==> src/rtl/core/utf8d_pkg.sv <==
// Package: result type, status codes and the right-to-left range check.
`default_nettype none

package utf8d_pkg;

    typedef enum logic [1:0] {
        ST_OK        = 2'd0,
        ST_MALFORMED = 2'd1,
        ST_INVALID   = 2'd2,
        ST_END       = 2'd3
    } status_t;

    typedef struct packed {
        logic [15:0] code_point;
        logic [1:0]  byte_count;
        status_t     status;
        logic        right_to_left;
    } result_t;

    localparam logic [15:0] ARABIC_LO   = 16'h0600;
    localparam logic [15:0] ARABIC_HI   = 16'h06FF;
    localparam logic [15:0] ARABIC_S_LO = 16'h0750;
    localparam logic [15:0] ARABIC_S_HI = 16'h077F;
    localparam logic [15:0] ARABIC_A_LO = 16'hFB50;
    localparam logic [15:0] ARABIC_A_HI = 16'hFDFF;
    localparam logic [15:0] ARABIC_B_LO = 16'hFE50;
    localparam logic [15:0] ARABIC_B_HI = 16'hFEFF;
    localparam logic [15:0] HEBREW_LO   = 16'h0590;
    localparam logic [15:0] HEBREW_HI   = 16'h05FF;
    localparam logic [15:0] HEBREW_P_LO = 16'hFB00;
    localparam logic [15:0] HEBREW_P_HI = 16'hFB4F;

    function automatic logic is_rtl(input logic [15:0] c);
        is_rtl = (c >= ARABIC_LO   && c <= ARABIC_HI)   ||
                 (c >= ARABIC_S_LO && c <= ARABIC_S_HI) ||
                 (c >= ARABIC_A_LO && c <= ARABIC_A_HI) ||
                 (c >= ARABIC_B_LO && c <= ARABIC_B_HI) ||
                 (c >= HEBREW_LO   && c <= HEBREW_HI)   ||
                 (c >= HEBREW_P_LO && c <= HEBREW_P_HI);
    endfunction

endpackage

`default_nettype wire

==> src/rtl/core/utf8d_core.sv <==
// Decoder core: sequence state registers and the per-byte decode step.
`default_nettype none

module utf8d_core (
    input  wire logic              clk,
    input  wire logic              rst_n,
    input  wire logic              byte_accept,
    input  wire logic [7:0]        data_byte,
    output logic                   res_valid,
    output utf8d_pkg::result_t     res
);
    import utf8d_pkg::*;

    logic [15:0] partial_reg, partial_next;
    logic [1:0]  expected_reg, expected_next;
    logic [1:0]  length_reg, length_next;
    logic [1:0]  skip_reg, skip_next;
    logic [1:0]  seen_reg, seen_next;

    logic        emit;
    logic [15:0] code;
    logic [1:0]  count;
    status_t     stat;
    logic [2:0]  used;

    always_comb
    begin
        partial_next  = partial_reg;
        expected_next = expected_reg;
        length_next   = length_reg;
        skip_next     = skip_reg;
        seen_next     = seen_reg;
        emit          = 1'b0;
        code          = 16'h0000;
        count         = 2'd0;
        stat          = ST_OK;
        used          = {1'b0, seen_reg} + 3'd1;

        priority if (data_byte == 8'h00)
        begin
            // end of string clears everything, even while skipping
            emit          = 1'b1;
            count         = (expected_reg != 2'd0) ? length_reg : 2'd0;
            stat          = ST_END;
            partial_next  = 16'h0000;
            expected_next = 2'd0;
            length_next   = 2'd0;
            skip_next     = 2'd0;
            seen_next     = 2'd0;
        end
        else if (skip_reg != 2'd0)
        begin
            skip_next = skip_reg - 2'd1;
        end
        else if (expected_reg == 2'd0)
        begin
            priority if (data_byte[7] == 1'b0)
            begin
                emit  = 1'b1;
                code  = {8'h00, data_byte};
                count = 2'd1;
            end
            else if (data_byte[7:6] == 2'b10 || data_byte[7:4] == 4'hF)
            begin
                emit = 1'b1;
                stat = ST_INVALID;
            end
            else if (data_byte[7:5] == 3'b110)
            begin
                partial_next  = {5'b00000, data_byte[4:0], 6'b000000};
                expected_next = 2'd1;
                length_next   = 2'd2;
                seen_next     = 2'd1;
            end
            else
            begin
                partial_next  = {data_byte[3:0], 12'h000};
                expected_next = 2'd2;
                length_next   = 2'd3;
                seen_next     = 2'd1;
            end
        end
        else if (data_byte[7:6] == 2'b10)
        begin
            if (expected_reg == 2'd1)
            begin
                emit          = 1'b1;
                code          = partial_reg | {10'h000, data_byte[5:0]};
                count         = length_reg;
                partial_next  = 16'h0000;
                expected_next = 2'd0;
                length_next   = 2'd0;
                seen_next     = 2'd0;
            end
            else
            begin
                partial_next  = partial_reg | {4'h0, data_byte[5:0], 6'b000000};
                expected_next = 2'd1;
                seen_next     = seen_reg + 2'd1;
            end
        end
        else
        begin
            // malformed: drop what is left of the declared length
            emit          = 1'b1;
            code          = partial_reg;
            count         = length_reg;
            stat          = ST_MALFORMED;
            skip_next     = ({1'b0, length_reg} > used) ?
                            2'({1'b0, length_reg} - used) : 2'd0;
            partial_next  = 16'h0000;
            expected_next = 2'd0;
            length_next   = 2'd0;
            seen_next     = 2'd0;
        end
    end

    always_ff @(posedge clk or negedge rst_n)
    begin
        if (!rst_n)
        begin
            partial_reg  <= 16'h0000;
            expected_reg <= 2'd0;
            length_reg   <= 2'd0;
            skip_reg     <= 2'd0;
            seen_reg     <= 2'd0;
        end
        else if (byte_accept)
        begin
            partial_reg  <= partial_next;
            expected_reg <= expected_next;
            length_reg   <= length_next;
            skip_reg     <= skip_next;
            seen_reg     <= seen_next;
        end
    end

    assign res_valid         = byte_accept & emit;
    assign res.code_point    = code;
    assign res.byte_count    = count;
    assign res.status        = stat;
    assign res.right_to_left = is_rtl(code);

endmodule

`default_nettype wire

==> src/rtl/core/utf8d_outbuf.sv <==
// Output register with one skid entry; full holds off new bytes.
`default_nettype none

module utf8d_outbuf (
    input  wire logic               clk,
    input  wire logic               rst_n,
    input  wire logic               res_valid,
    input  wire utf8d_pkg::result_t res,
    output logic                    out_valid,
    output utf8d_pkg::result_t      out_res,
    input  wire logic               out_stall,
    output logic                    full
);
    import utf8d_pkg::*;

    logic    out_valid_reg, out_valid_next;
    logic    skid_valid_reg, skid_valid_next;
    result_t out_reg, out_next;
    result_t skid_reg, skid_next;
    logic    out_free;

    assign out_free = !out_valid_reg || !out_stall;

    always_comb
    begin
        out_valid_next  = out_valid_reg;
        skid_valid_next = skid_valid_reg;
        out_next        = out_reg;
        skid_next       = skid_reg;
        if (out_free)
        begin
            if (skid_valid_reg)
            begin
                out_next        = skid_reg;
                out_valid_next  = 1'b1;
                skid_valid_next = 1'b0;
            end
            else
            begin
                out_next       = res;
                out_valid_next = res_valid;
            end
        end
        else if (res_valid)
        begin
            skid_next       = res;
            skid_valid_next = 1'b1;
        end
    end

    always_ff @(posedge clk or negedge rst_n)
    begin
        if (!rst_n)
        begin
            out_valid_reg  <= 1'b0;
            skid_valid_reg <= 1'b0;
        end
        else
        begin
            out_valid_reg  <= out_valid_next;
            skid_valid_reg <= skid_valid_next;
        end
    end

    always_ff @(posedge clk)
    begin
        out_reg  <= out_next;
        skid_reg <= skid_next;
    end

    assign out_valid = out_valid_reg;
    assign out_res   = out_reg;
    assign full      = skid_valid_reg;

endmodule

`default_nettype wire

==> src/rtl/core/utf8_decoder_with_rtl_flag.sv <==
// Top level: UTF-8 (BMP) byte decoder with right-to-left range flag.
//
//   channel | valid        | stall        | payload
//   --------+--------------+--------------+-------------------------------------
//   input   | byte_valid   | byte_stall   | data_byte
//   result  | result_valid | result_stall | code_point byte_count status
//           |              |              | right_to_left
//
// One byte per clock while byte_stall is low. A byte is decoded in the cycle
// it is taken; its result, if any, goes to the result register or skid entry.
// Sequence state lives in the core; a result register plus one skid entry
// sit in front of the result port, so byte_stall rises only when both hold
// an item (it comes from a flop, no path from result_stall).
// Reset (rst_n, async, active low) clears sequence state and both buffers.
// A lead byte, a mid-sequence continuation byte or a skipped byte gives no
// result item.
`default_nettype none

module utf8_decoder_with_rtl_flag (
    input  wire logic        clk,
    input  wire logic        rst_n,
    input  wire logic        byte_valid,
    output logic             byte_stall,
    input  wire logic [7:0]  data_byte,
    output logic             result_valid,
    input  wire logic        result_stall,
    output logic [15:0]      code_point,
    output logic [1:0]       byte_count,
    output logic [1:0]       status,
    output logic             right_to_left
);
    import utf8d_pkg::*;

    logic    byte_accept;
    logic    res_valid;
    result_t res;
    result_t out_res;
    logic    buf_full;

    // skid entry in use means the next result would have nowhere to go
    assign byte_stall  = buf_full;
    assign byte_accept = byte_valid & ~buf_full;

    utf8d_core u_core (
        .clk         (clk),
        .rst_n       (rst_n),
        .byte_accept (byte_accept),
        .data_byte   (data_byte),
        .res_valid   (res_valid),
        .res         (res)
    );

    utf8d_outbuf u_outbuf (
        .clk       (clk),
        .rst_n     (rst_n),
        .res_valid (res_valid),
        .res       (res),
        .out_valid (result_valid),
        .out_res   (out_res),
        .out_stall (result_stall),
        .full      (buf_full)
    );

    assign code_point    = out_res.code_point;
    assign byte_count    = out_res.byte_count;
    assign status        = out_res.status;
    assign right_to_left = out_res.right_to_left;

endmodule

`default_nettype wire

==> config.mk <==
export PLATFORM = sky130hd
export DESIGN_NAME = utf8_decoder_with_rtl_flag
export DESIGN_NICKNAME = d
export VERILOG_FILES = /design/src/rtl/core/utf8d_pkg.sv /design/src/rtl/core/utf8d_core.sv /design/src/rtl/core/utf8d_outbuf.sv /design/src/rtl/core/utf8_decoder_with_rtl_flag.sv
export SDC_FILE = /design/constraint.sdc
export NUM_CORES = 1
export LEC_CHECK = 0
export ABC_CLOCK_PERIOD_IN_PS = 6330
export BUFFER_PORTS_ARGS = -buffer_cell sky130_fd_sc_hd__buf_2
export CORE_MARGIN = 5
export CORE_UTILIZATION = 55
export CTS_CLUSTER_DIAMETER = 200
export DETAILED_ROUTE_END_ITERATION = 16
export PLACE_DENSITY = 0.73
export SLEW_MARGIN = 40
export SYNTH_ARGS = -nofsm -noshare
export SYNTH_HDL_FRONTEND = slang
export SYNTH_HIERARCHICAL = 1
export SYNTH_SLANG_ARGS = --single-unit
==> constraint.sdc <==
create_clock -name clk -period 6.33 [get_ports clk]
set_clock_uncertainty 0.05 [all_clocks]
set_input_delay 0.633 -clock clk [delete_from_list [all_inputs] [get_ports clk]]
set_output_delay 0.633 -clock clk [all_outputs]
set_load 0.005 [all_outputs]
==> impl_metrics.json <==
{
  "cts_max_path_buffers": 2,
  "wl_per_cell_um": 17.4,
  "period_needed_ns": 2.48,
  "rsz0062_at_grt": "no",
  "ir_worst_vdd_mv": 0.249,
  "p_clk_frac": 0.244,
  "status": "finished, final reports clean",
  "syn-instance-count": 227,
  "grt_max_degree": 25,
  "antenna_found_initial": 0,
  "drc": 0,
  "synth_edf_count": 42,
  "tightest_slew_ns": 0.566,
  "fmax_mhz": 403,
  "die_x_um": 83.3,
  "clock-sinks": 62,
  "cts_setup_buffers": 0,
  "cts_resized": 0,
  "ys.flop_type": "edfxtp_1",
  "grt_pass1_wl_um": 9890,
  "routabilityCongestion": 0.933,
  "ys_seq_area_frac": 0.596,
  "cts_inserted_buffers": 9,
  "maxCapViolCount": 0,
  "power.switching_w": 0.000526,
  "async_flop_share": 0.323,
  "vias": 1981,
  "dp_hpwl_um": 4130,
  "area_growth_pct": 14.7,
  "final_nets": 279,
  "grt_util_all_layers": 0.183,
  "drt.antenna.violating_nets": 0,
  "yosys-top-cells-area": "edfxtp_1 (43%), dfrtp_1 (17%), mux2_2 (8.4%)",
  "htreeDepth": 3,
  "grt_remaining_overflow": 0,
  "worstHoldPathType": "input pin to async pin",
  "ctsHoldBuffers": 0,
  "coreArea_um2": 5170,
  "firstDrtPassIters": 4,
  "path_class": "input pin to register",
  "finalMaxSlewViolations": 0,
  "reg2regPathDepth": 5,
  "p_comb_frac": 0.334,
  "power.total_w": 0.00165,
  "cts_tree": "yes",
  "synth_commonest_cells": "edfxtp_1 (42), mux2_2 (22), dfrtp_1 (20)",
  "routed_wirelength_um": 5910,
  "tns_ns": 0,
  "critical_path_required_ns": 6.25,
  "yosysMostFrequentCell": "edfxtp_1",
  "io_buffers": 34,
  "end_kind": "register",
  "antenna_cells": 0,
  "arrival_ns": 2.40,
  "finalSetupViolations": 0,
  "p_leak_nw": 1.46,
  "yosysUniqueCellTypes": 52,
  "synth_area_um2": 2960,
  "yosys_warnings": 6,
  "start_kind": "input pin",
  "synth_top_area_cell": "edfxtp_1",
  "fill_cells": 397,
  "die_y_um": 83.3,
  "syn_area_per_cell_um2": 13.0,
  "power_density_nw_per_um2": 487,
  "viasPerCell": 5.84,
  "root_buffer": "clkbuf_8",
  "drt_iter0_drc": 143,
  "die_area_um2": 6940,
  "p_int_w": 0.00112,
  "clock_latency_ns": 0.33,
  "critPathMaxFanout": 21,
  "io_pins": 35,
  "synth_top_area_share": 0.426,
  "hold_viol_final": 0,
  "pwr-share-seq": 0.423,
  "slew-limit-headroom": 0.619,
  "switching_share": 0.319,
  "row_count": 26,
  "fin_crit_sh": 0.392,
  "synth_nets": 242,
  "final_layout_size_suffix_gt1_frac": 0.316,
  "clkSlewWorstSetupHoldPaths_ns": 0.07,
  "start_util": 0.572,
  "grt_pass1_vias": 1968,
  "ys_ff_latch": 62
}
## layout make-up
cell class,count,area (µm²),share of cell area
sequential,62,1760,0.519
inverter,9,33.8,0.00996
clock inverter,5,98.8,0.0291
timing repair buffer,35,178,0.0524
multi-input combinational,147,1100,0.325
clock buffer,11,131,0.0387
tap,70,87.6,0.0258
## cell families (layout without fill, tap and decap cells)
kind of cell / after synthesis / count (layout) / share of synthesized area
flip-flops: 62 / 62 / 0.596
multiplexers: 23 / 23 / 0.0871
adder cells (fa/ha/maj): 3 / 3 / 0.0127
AND/OR/NAND/NOR: 74 / 74 / 0.152
AO/OA/AOI/OAI: 47 / 47 / 0.119
buffers and inverters: 18 / 60 / 0.0334
## layout by cell type (no fill, tap or decap), types with 4 or more instances in the layout
cell type	n
o21ai_0	7
a31oi_1	4
and2_1	16
mux2_2	22
inv_1	9
edfxtp_1	42
clkbuf_8	9
dfrtp_1	20
a22o_1	9
nor2b_1	4
nand2_1	12
a21oi_1	6
nor3_1	5
a21o_1	4
nor2_1	8
buf_2	34
## power groups by stage
stage,Combinational [W],Sequential [W],Clock (W)
5_1_grt,0.000612,0.000715,0.000426
3_5_place_dp,0.000549,0.000702,0
2_1_floorplan,0.000401,0.000687,0
3_3_place_gp,0.000536,0.000701,0
4_1_cts,0.000552,0.000695,0.000411
6_report,0.000551,0.000698,0.000402
## worst paths after layout
check	from	to	slack, ns
hold / removal	rst_n	u_core/skip_reg[0]	0.20
setup reg to reg	u_core/skip_reg[1]	u_outbuf/skid_reg[19]	3.94
max in group asynchronous	rst_n	u_outbuf/out_valid	5.68
hold reg to reg	u_outbuf/skid_reg[3]	u_outbuf/out_res[3]	0.50
setup / recovery	data_byte[1]	u_outbuf/skid_reg[19]	3.85
min in group clk	u_outbuf/skid_reg[3]	u_outbuf/out_res[3]	0.50
## worst max-delay path, cell delays in order
cell and delay [ns]:
buf_2 0.12, nor4_1 0.43, nand2_1 0.34, a21oi_1 0.31
and3_2 0.55
## through the flow
step	instance area (µm²)	hold WS, ns	worst slack (ns)	util	instances
after floorplan	2960	0.287	3.81	-	227
after global placement	3160	0.462	3.40	0.611	323
after detailed placement	3160	0.481	3.65	0.611	323
after CTS	3390	0.198	3.91	0.655	339
after global routing	3390	0.230	3.67	0.656	339
final	3390	0.204	3.85	0.656	339
## layer usage
metal | GRT usage | up-vias | wire length, µm
li1 | - | 933 | -
met1 | 0.255 | 969 | 2770
met2 | 0.259 | 71 | 2650
met3 | 0.0426 | 8 | 412
met4 | 0.108 | 0 | 78
met5 | 0 | - | 0
(Power assumes the default switching activity.)
